File: src/rtl/core/health_aware_round_robin_selector_defines.svh
// ----------------------------------------------------------------------------
// health aware round robin selector assertion macros
// concurrent assertion helpers clocked on clk_i, disabled during reset
// ----------------------------------------------------------------------------
`ifndef HEALTH_AWARE_ROUND_ROBIN_SELECTOR_DEFINES_SVH
`define HEALTH_AWARE_ROUND_ROBIN_SELECTOR_DEFINES_SVH

// same cycle implication
`define HARRS_ASSERT_NOW(label, ante, cons) \
  label: assert property (@(posedge clk_i) disable iff (!rst_ni) (ante) |-> (cons)) \
    else $error("assertion failed: label");

// next cycle implication
`define HARRS_ASSERT_NEXT(label, ante, cons) \
  label: assert property (@(posedge clk_i) disable iff (!rst_ni) (ante) |=> (cons)) \
    else $error("assertion failed: label");

`endif

File: src/rtl/core/harrs_pkg.sv
// ----------------------------------------------------------------------------
// harrs_pkg
// shared constants, codes and controller interface types of the selector
// ----------------------------------------------------------------------------
package harrs_pkg;

  localparam int unsigned NUM_SERVERS = 8;
  localparam int unsigned SLOTS       = 8;
  localparam int unsigned CNT_W       = 4;
  localparam int unsigned IDX_W       = 3;
  localparam int unsigned ID_W        = 8;
  localparam int unsigned TABLE_W     = SLOTS * ID_W;
  localparam int unsigned CFG_IDX_W   = 2;

  localparam logic [CNT_W-1:0] COUNT_RESET = CNT_W'(8);

  typedef enum logic [1:0] {
    H_GOOD      = 2'd0,
    H_GOOD_WAIT = 2'd1,
    H_BAD       = 2'd2,
    H_BAD_WAIT  = 2'd3
  } health_e;

  typedef enum logic [1:0] {
    ACT_PICK  = 2'd0,
    ACT_SEND  = 2'd1,
    ACT_REPLY = 2'd2,
    ACT_SWEEP = 2'd3
  } action_e;

  localparam logic [CFG_IDX_W-1:0] CFG_SERVER_COUNT = CFG_IDX_W'(0);
  localparam logic [CFG_IDX_W-1:0] CFG_ID_TABLE     = CFG_IDX_W'(1);

  typedef struct packed {
    logic start;
    logic step;
    logic emit;
  } cmd_t;

  typedef struct packed {
    logic scan_req;
    logic hit;
    logic last;
  } sts_t;

  function automatic logic [CNT_W-1:0] eff_count(logic [CNT_W-1:0] c);
    logic [CNT_W-1:0] lim;
    lim = CNT_W'(NUM_SERVERS);
    return (c > lim) ? lim : c;
  endfunction

endpackage

File: src/rtl/core/harrs_ctrl.sv
// ----------------------------------------------------------------------------
// harrs_ctrl
// sequencer: accepts a transaction, runs the pick scan when one is needed, hands off the result
// ----------------------------------------------------------------------------
module harrs_ctrl (
  input  logic             clk_i,
  input  logic             rst_ni,
  input  logic             in_valid_i,
  output logic             in_ready_o,
  output logic             out_valid_o,
  input  logic             out_ready_i,
  input  harrs_pkg::sts_t  sts_i,
  output harrs_pkg::cmd_t  cmd_o
);

  typedef enum logic [1:0] {
    ST_IDLE,
    ST_SCAN,
    ST_HOLD
  } state_e;

  state_e state_q;
  logic   out_valid_q;
  logic   can_emit;

  assign can_emit    = !out_valid_q || out_ready_i;
  assign in_ready_o  = (state_q == ST_IDLE);
  assign out_valid_o = out_valid_q;

  always_comb begin
    cmd_o.start = (state_q == ST_IDLE) && in_valid_i;
    cmd_o.step  = (state_q == ST_SCAN);
    cmd_o.emit  = (state_q == ST_HOLD) && can_emit;
  end

  always_ff @(posedge clk_i or negedge rst_ni) begin
    if (!rst_ni) begin
      state_q     <= ST_IDLE;
      out_valid_q <= 1'b0;
    end else begin
      if (cmd_o.emit) begin
        out_valid_q <= 1'b1;
      end else if (out_valid_q && out_ready_i) begin
        out_valid_q <= 1'b0;
      end
      unique case (state_q)
        ST_IDLE: begin
          if (in_valid_i) begin
            state_q <= sts_i.scan_req ? ST_SCAN : ST_HOLD;
          end
        end
        ST_SCAN: begin
          if (sts_i.hit || sts_i.last) begin
            state_q <= ST_HOLD;
          end
        end
        ST_HOLD: begin
          if (can_emit) begin
            state_q <= ST_IDLE;
          end
        end
        default: state_q <= ST_IDLE;
      endcase
    end
  end

endmodule

File: src/rtl/core/harrs_dp.sv
// ----------------------------------------------------------------------------
// harrs_dp
// health table, round robin pointer, config registers, scan and result regs
// ----------------------------------------------------------------------------
module harrs_dp (
  input  logic                                 clk_i,
  input  logic                                 rst_ni,
  input  harrs_pkg::cmd_t                      cmd_i,
  output harrs_pkg::sts_t                      sts_o,
  input  logic                                 cfg_valid_i,
  input  logic [harrs_pkg::CFG_IDX_W-1:0]      cfg_index_i,
  input  logic [harrs_pkg::TABLE_W-1:0]        cfg_data_i,
  input  logic [1:0]                           action_i,
  input  logic [harrs_pkg::IDX_W-1:0]          server_index_i,
  input  logic                                 send_ok_i,
  input  logic [harrs_pkg::ID_W-1:0]           reply_server_id_i,
  output logic                                 pick_valid_o,
  output logic [harrs_pkg::IDX_W-1:0]          picked_index_o,
  output logic [harrs_pkg::ID_W-1:0]           picked_id_o,
  output logic [harrs_pkg::SLOTS-1:0]          usable_mask_o
);

  harrs_pkg::health_e                  health_q [harrs_pkg::SLOTS];
  logic [harrs_pkg::CNT_W-1:0]         count_q;
  logic [harrs_pkg::TABLE_W-1:0]       idtab_q;
  logic [harrs_pkg::CNT_W-1:0]         ptr_q;
  logic                                pinv_q;
  logic [harrs_pkg::IDX_W-1:0]         cand_q;
  logic [harrs_pkg::CNT_W-1:0]         cnt_q;
  logic                                res_valid_q;
  logic [harrs_pkg::IDX_W-1:0]         res_idx_q;
  logic [harrs_pkg::ID_W-1:0]          res_id_q;

  logic [harrs_pkg::CNT_W-1:0]         c_eff;
  logic [harrs_pkg::CNT_W-1:0]         cfg_c_eff;
  logic [harrs_pkg::CNT_W-1:0]         start;
  logic [harrs_pkg::IDX_W-1:0]         first_cand;
  logic [harrs_pkg::IDX_W-1:0]         next_cand;
  logic [harrs_pkg::SLOTS-1:0]         usable;
  logic [harrs_pkg::SLOTS-1:0]         mask;
  logic [harrs_pkg::SLOTS-1:0]         match_hit;
  logic [harrs_pkg::ID_W-1:0]          cand_id;
  logic                                cand_hit;
  logic                                scan_last;
  logic                                in_range;

  assign c_eff     = harrs_pkg::eff_count(count_q);
  assign cfg_c_eff = harrs_pkg::eff_count(cfg_data_i[harrs_pkg::CNT_W-1:0]);

  always_comb begin
    for (int k = 0; k < harrs_pkg::SLOTS; k++) begin
      usable[k] = (health_q[k] == harrs_pkg::H_GOOD) ||
                  (health_q[k] == harrs_pkg::H_GOOD_WAIT);
      mask[k]   = usable[k] && (harrs_pkg::CNT_W'(k) < c_eff);
    end
  end

  // lowest matching server in use
  always_comb begin
    logic found;
    found = 1'b0;
    for (int k = 0; k < harrs_pkg::SLOTS; k++) begin
      match_hit[k] = 1'b0;
      if (!found && (harrs_pkg::CNT_W'(k) < c_eff) &&
          (idtab_q[k*harrs_pkg::ID_W +: harrs_pkg::ID_W] == reply_server_id_i)) begin
        match_hit[k] = 1'b1;
        found        = 1'b1;
      end
    end
  end

  always_comb begin
    start      = (pinv_q || (ptr_q >= c_eff)) ? (c_eff - 1'b1) : ptr_q;
    first_cand = (start == c_eff - 1'b1) ? '0 : harrs_pkg::IDX_W'(start + 1'b1);
    next_cand  = (harrs_pkg::CNT_W'(cand_q) == c_eff - 1'b1) ? '0 : cand_q + 1'b1;
    cand_hit   = usable[cand_q];
    cand_id    = idtab_q[cand_q*harrs_pkg::ID_W +: harrs_pkg::ID_W];
    scan_last  = ((cnt_q + 1'b1) == c_eff);
    in_range   = ({1'b0, server_index_i} < c_eff);
  end

  assign sts_o.scan_req = (action_i == harrs_pkg::ACT_PICK) && (c_eff != '0);
  assign sts_o.hit      = cand_hit;
  assign sts_o.last     = scan_last;

  always_ff @(posedge clk_i or negedge rst_ni) begin
    if (!rst_ni) begin
      for (int k = 0; k < harrs_pkg::SLOTS; k++) begin
        health_q[k] <= harrs_pkg::H_GOOD;
      end
      count_q <= harrs_pkg::COUNT_RESET;
      idtab_q <= '0;
      ptr_q   <= harrs_pkg::eff_count(harrs_pkg::COUNT_RESET) - 1'b1;
      pinv_q  <= 1'b0;
    end else begin
      if (cfg_valid_i) begin
        unique case (cfg_index_i)
          harrs_pkg::CFG_SERVER_COUNT: begin
            count_q <= cfg_data_i[harrs_pkg::CNT_W-1:0];
            ptr_q   <= (cfg_c_eff == '0) ? '0 : cfg_c_eff - 1'b1;
            pinv_q  <= (cfg_c_eff == '0);
          end
          harrs_pkg::CFG_ID_TABLE: idtab_q <= cfg_data_i;
          default: ;
        endcase
      end
      if (cmd_i.start) begin
        unique case (action_i)
          harrs_pkg::ACT_PICK: begin
            if (c_eff == '0) begin
              pinv_q <= 1'b1;
            end
          end
          harrs_pkg::ACT_SEND: begin
            if (in_range) begin
              if (!send_ok_i) begin
                health_q[server_index_i] <= harrs_pkg::H_BAD;
              end else if (health_q[server_index_i] == harrs_pkg::H_GOOD) begin
                health_q[server_index_i] <= harrs_pkg::H_GOOD_WAIT;
              end else if (health_q[server_index_i] == harrs_pkg::H_BAD) begin
                health_q[server_index_i] <= harrs_pkg::H_BAD_WAIT;
              end
            end
          end
          harrs_pkg::ACT_REPLY: begin
            for (int k = 0; k < harrs_pkg::SLOTS; k++) begin
              if (match_hit[k]) begin
                health_q[k] <= harrs_pkg::H_GOOD;
              end
            end
          end
          harrs_pkg::ACT_SWEEP: begin
            for (int k = 0; k < harrs_pkg::SLOTS; k++) begin
              if ((harrs_pkg::CNT_W'(k) < c_eff) && (health_q[k] != harrs_pkg::H_GOOD)) begin
                health_q[k] <= harrs_pkg::H_BAD;
              end
            end
          end
          default: ;
        endcase
      end
      if (cmd_i.step) begin
        if (cand_hit) begin
          ptr_q  <= harrs_pkg::CNT_W'(cand_q);
          pinv_q <= 1'b0;
        end else if (scan_last) begin
          pinv_q <= 1'b1;
        end
      end
    end
  end

  // scan, result and output registers, no reset needed
  always_ff @(posedge clk_i) begin
    if (cmd_i.start) begin
      cand_q      <= first_cand;
      cnt_q       <= '0;
      res_valid_q <= 1'b0;
      res_idx_q   <= '0;
      res_id_q    <= '0;
    end else if (cmd_i.step) begin
      if (cand_hit) begin
        res_valid_q <= 1'b1;
        res_idx_q   <= cand_q;
        res_id_q    <= cand_id;
      end else begin
        cand_q <= next_cand;
        cnt_q  <= cnt_q + 1'b1;
      end
    end
    if (cmd_i.emit) begin
      pick_valid_o   <= res_valid_q;
      picked_index_o <= res_idx_q;
      picked_id_o    <= res_id_q;
      usable_mask_o  <= mask;
    end
  end

endmodule

File: src/rtl/core/health_aware_round_robin_selector.sv
// send, reply and sweep go straight to the hold state, which emits their result into the output register
// a pick with a nonzero server count first scans from the server after the pointer until a usable one or the last
// one transaction in flight: in_ready_o stays low until its result is emitted to the output register
// a new transaction is taken while the previous result waits in the output register
// reset: all servers good, server count 8, pointer on server 7, id table zero
`include "health_aware_round_robin_selector_defines.svh"
// ----------------------------------------------------------------------------
// health_aware_round_robin_selector
// round robin back end picker with per server heartbeat health tracking
// ----------------------------------------------------------------------------
module health_aware_round_robin_selector (
  input  logic                             clk_i,
  input  logic                             rst_ni,
  input  logic                             cfg_valid_i,
  output logic                             cfg_ready_o,
  input  logic [harrs_pkg::CFG_IDX_W-1:0]  cfg_index_i,
  input  logic [harrs_pkg::TABLE_W-1:0]    cfg_data_i,
  input  logic                             in_valid_i,
  output logic                             in_ready_o,
  input  logic [1:0]                       action_i,
  input  logic [harrs_pkg::IDX_W-1:0]      server_index_i,
  input  logic                             send_ok_i,
  input  logic [harrs_pkg::ID_W-1:0]       reply_server_id_i,
  output logic                             out_valid_o,
  input  logic                             out_ready_i,
  output logic                             pick_valid_o,
  output logic [harrs_pkg::IDX_W-1:0]      picked_index_o,
  output logic [harrs_pkg::ID_W-1:0]       picked_id_o,
  output logic [harrs_pkg::SLOTS-1:0]      usable_mask_o
);

  harrs_pkg::cmd_t cmd;
  harrs_pkg::sts_t sts;

  assign cfg_ready_o = 1'b1;

  harrs_ctrl u_ctrl (
    .clk_i       (clk_i),
    .rst_ni      (rst_ni),
    .in_valid_i  (in_valid_i),
    .in_ready_o  (in_ready_o),
    .out_valid_o (out_valid_o),
    .out_ready_i (out_ready_i),
    .sts_i       (sts),
    .cmd_o       (cmd)
  );

  harrs_dp u_dp (
    .clk_i             (clk_i),
    .rst_ni            (rst_ni),
    .cmd_i             (cmd),
    .sts_o             (sts),
    .cfg_valid_i       (cfg_valid_i),
    .cfg_index_i       (cfg_index_i),
    .cfg_data_i        (cfg_data_i),
    .action_i          (action_i),
    .server_index_i    (server_index_i),
    .send_ok_i         (send_ok_i),
    .reply_server_id_i (reply_server_id_i),
    .pick_valid_o      (pick_valid_o),
    .picked_index_o    (picked_index_o),
    .picked_id_o       (picked_id_o),
    .usable_mask_o     (usable_mask_o)
  );

  `HARRS_ASSERT_NOW(a_pick_is_usable, out_valid_o && pick_valid_o, usable_mask_o[picked_index_o])
  `HARRS_ASSERT_NOW(a_no_pick_zero, out_valid_o && !pick_valid_o, ~|{picked_index_o, picked_id_o})
  `HARRS_ASSERT_NEXT(a_one_in_flight, in_valid_i && in_ready_o, !in_ready_o)

endmodule
File: config.mk
export PLATFORM = sky130hd
export DESIGN_NAME = health_aware_round_robin_selector
export DESIGN_NICKNAME = d
export VERILOG_FILES = /design/src/rtl/core/harrs_pkg.sv /design/src/rtl/core/harrs_ctrl.sv /design/src/rtl/core/harrs_dp.sv /design/src/rtl/core/health_aware_round_robin_selector.sv
export VERILOG_INCLUDE_DIRS = /design/src /design/src/rtl/core
export SDC_FILE = /design/constraint.sdc
export NUM_CORES = 1
export LEC_CHECK = 0
export ABC_CLOCK_PERIOD_IN_PS = 6350
export BUFFER_PORTS_ARGS = -buffer_cell sky130_fd_sc_hd__clkbuf_2
export CORE_MARGIN = 2
export CORE_UTILIZATION = 45
export CTS_CLUSTER_DIAMETER = 30
export DETAILED_ROUTE_END_ITERATION = 8
export GPL_ROUTABILITY_DRIVEN = 0
export PLACE_DENSITY = 0.75
export RECOVER_POWER = 100
export SLEW_MARGIN = 40
export SYNTH_ARGS = -nofsm -noshare
export SYNTH_HDL_FRONTEND = slang
export SYNTH_HIERARCHICAL = 1
export SYNTH_SLANG_ARGS = --single-unit
File: constraint.sdc
create_clock -name clk_i -period 6.35 [get_ports clk_i]
set_input_delay 0.3175 -clock clk_i [delete_from_list [all_inputs] [get_ports clk_i]]
set_output_delay 0.3175 -clock clk_i [all_outputs]
set_load 0.05 [all_outputs]
==> summary.md <==
| Metric | Value |
|---|---|
| Status | finished, violations left |
| Violated checks | capacitance limit, slew limit |
| R2r worst-path depth | 6 |
| Reg-to-Reg Start | u_dp/cand_q[0] |
| Vias per cell | 5.61 |
| Reg2Reg Setup Slack | 2.32 ns |
| First-pass GRT wire length | 29.5 mm |
| Core Box Area | 16000 sq um |
| Shortest period the worst path allows | 4.03 ns |
| CTS buffer count | 17 |
| Clock H-tree levels | 4 |
| Mean Syn Cell Area | 11.2 sq um |
| Root buffer cell | clkbuf_16 |
| Worst-Skew Late Latency | 0.43 ns |
| Area delta synth->final | 17.1% |
| Starting density of the core | 0.464 |
| Critical Path End Type | flip-flop |
| Post-synth cell types | 66 |
| Post-CTS setup buffers | 0 |
| Slew headroom | -1.20 |
| Final slew viol count | 141 |
| Largest net degree at the start of global routing | 65 |
| DP Wirelength | 13.2 mm |
| Post-CTS Resized | 0 |
| Asr flop ratio synth | 0.702 |
| Ant. Diodes | 0 |
| Vias in the first global route | 5587 |
| Worst path max stage delay | 1.28 ns |
| Worst hold stages | 2 |
| Slowest library cell on the worst path | clkbuf_1 |
| FMAX | 248 MHz |
| Total die area | 17500 sq um |
| Ys Warns | 6 |
| Worst Tran Pin Value | 3.29 ns |
| Num rows | 46 |
| Worst Hold End | u_dp/idtab_q[49] |
| Max_cap viols | 4 |
| Boundary Pins | 108 |
| Synthesis-stage register bit count | 131 |
| Reg clk slew, reported paths | 0.06 ns |
| Total track usage | 0.216 |
| NumNets Final | 849 |
| Die extent in y | 132 um |
| Most common cell after layout, fill and taps aside | dfrtp_1 |
| Final WL | 18.2 mm |
| Commonest non-fill, non-tap cells in the layout | 88 x dfrtp_1, 83 x clkbuf_2, 69 x mux2_2 |
| Crit path buffers/inverters | 1 |
| Reg-to-reg endpoint | u_dp/res_idx_q[1] |
| Fin Clk Skew | 0.0116 ns |
| Launch point of the critical path | u_dp/cand_q[0] |
| Die X | 132 um |
| Share of cells above drive strength 1 | 0.284 |
| Worst Hold Launch | cfg_data_i[49] |
| Hold-fix buffers, CTS | 1 |
| Antenna viol nets, final | 0 |
| DRC viols | 0 |
| Delay-heaviest family, CP | buffers and inverters |
| CP Class | reg -> reg |
| Detailed-router iteration count before antenna repair | 5 |
| Prevailing post-synth register cell | dfrtp_1 |
| Maximum resistive drop on vdd | 0.242 mV |
| Static Leak | 3.57 nW |
| CP Max Fanout | 25 |
| Routed WL per cell | 18.6 um |
| Initial drt markers | 368 |
| Sum of negative setup slack | 0 ns |
| Final period util | 0.635 |
| Post-synthesis sequential area ratio | 0.447 |
| CP Data Arrival Time | 4.39 ns |
| Clk sinks | 131 |
| Post-Syn Area | 7420 sq um |
| Vias post-DR | 5496 |
| IO buf count | 106 |
| CTS Buffer Depth | 2 |
| GR Overflow Total | 0 |
| Syn Nets | 759 |
| CTS tree | done |
| Final setup violating endpoints | 0 |
| CP startpoint kind | flip-flop |
| Worst Hold Class | in -> reg |
| WP data required | 6.71 ns |
| EDFF count, synth | 23 |
| DP Cell Count | 947 |
| Initial antenna violation count | 0 |
| Worst-path cell chain | clkbuf_1 -> mux4_2 -> mux2i_1 -> and2_0 -> nand2_1 -> a21oi_1 |
| RSZ-0062 raised after global routing | false |
| P per Cell Area | 431 nW/um^2 |
| Final hold violations | 0 |
| Fillcell total | 1400 |
| Fin cells | 980 |
| Synth Instances | 661 |
==> power breakdown <==
| group | switching (W) | leakage [nW] | internal, W |
|---|---|---|---|
| logic | 0.000720 | 1.82 | 0.000544 |
| clock network | 0.000384 | 0.327 | 0.000711 |
| registers | 0.000250 | 1.43 | 0.00114 |
| total | 0.00135 | 3.57 | 0.00239 |
==> worst max-delay path by stage <==
stage                         to  slack (ns)  depth (start not counted)
2_1_floorplan     u_dp/cand_q[1]        3.23                         12
3_3_place_gp      u_dp/cand_q[1]        3.13                         11
3_5_place_dp      u_dp/cand_q[1]        2.98                         11
4_1_cts           u_dp/cand_q[1]        2.95                         11
5_1_grt        u_dp/res_idx_q[1]        1.89                          6
6_report       u_dp/res_idx_q[1]        2.32                          6
==> state kept, by name, summed over array words and instances (netlist names), 2 cells and up, named ones only <==
| register | cells |
|---|---|
| u_dp/cnt_q | 4 |
| u_dp/ptr_q | 4 |
| u_dp/usable_mask_o | 8 |
| u_dp/res_id_q | 8 |
| u_dp/count_q | 4 |
| u_dp/cand_q | 3 |
| u_dp/picked_index_o | 3 |
| u_dp/res_idx_q | 3 |
| u_dp/idtab_q | 64 |
| u_dp/health_q | 8 |
| u_ctrl/state_q | 2 |
| u_dp/picked_id_o | 8 |
==> final cells by class <==
class                      instances  area [sq um]  share of cell area
tap                              216           270              0.0311
clock inverter                    12           186              0.0215
inverter                          16          60.1             0.00692
sequential                       131          3320               0.382
multi-input combinational        472          3810               0.439
timing repair buffer             113           561              0.0645
clock buffer                      20           479              0.0552
==> synthesized netlist by cell type (all sizes together), types with 6 or more instances <==
library cell / count / area share
a211oi: 12 / 0.012
a21oi: 26 / 0.018
buf: 24 / 0.019
clkbuf: 18 / 0.0093
dfrtp: 88 / 0.30
dfxtp: 16 / 0.043
edfxtp: 23 / 0.093
ha: 13 / 0.022
inv: 16 / 0.0081
mux2: 69 / 0.10
mux2i: 21 / 0.028
mux4: 20 / 0.061
nand2: 34 / 0.018
nand2b: 8 / 0.0067
nand3: 6 / 0.0040
nand4: 16 / 0.013
nor2: 46 / 0.025
nor3: 10 / 0.0067
o21ai: 37 / 0.025
xnor2: 51 / 0.060
xor2: 30 / 0.035
==> metrics by stage <==
stage	worst slack (ns)	utilization	hold WS, ns	cell area (sq um)	power [W]
6_report	2.32	0.543	0.116	8680	0.00374
5_1_grt	1.89	0.543	0.109	8680	0.00394
4_1_cts	2.95	0.547	0.101	8750	0.00378
3_5_place_dp	2.98	0.505	0.285	8080	0.00267
3_3_place_gp	3.13	0.503	0.279	8050	0.00263
2_1_floorplan	3.23	-	0.0219	7420	0.00232
==> per-layer routing <==
layer | GRT usage | vias up | part of all wire
met5 | 0 | - | 0
met4 | 0.0974 | 0 | 0.029
met3 | 0.0527 | 40 | 0.071
met2 | 0.341 | 232 | 0.47
met1 | 0.284 | 2650 | 0.43
li1 | - | 2574 | -
==> kinds of logic after synthesis <==
group,count (synthesis),synth area share
buffers and inverters,58,0.0359
muxes,110,0.194
AOI/OAI and AO/OA,106,0.0907
other,1,0.000506
adders and majority gates,13,0.0219
and+or+nand+nor,161,0.114
DFF,131,0.447
xor gates and xnor gates,81,0.0956
(Power assumes the default switching activity.)
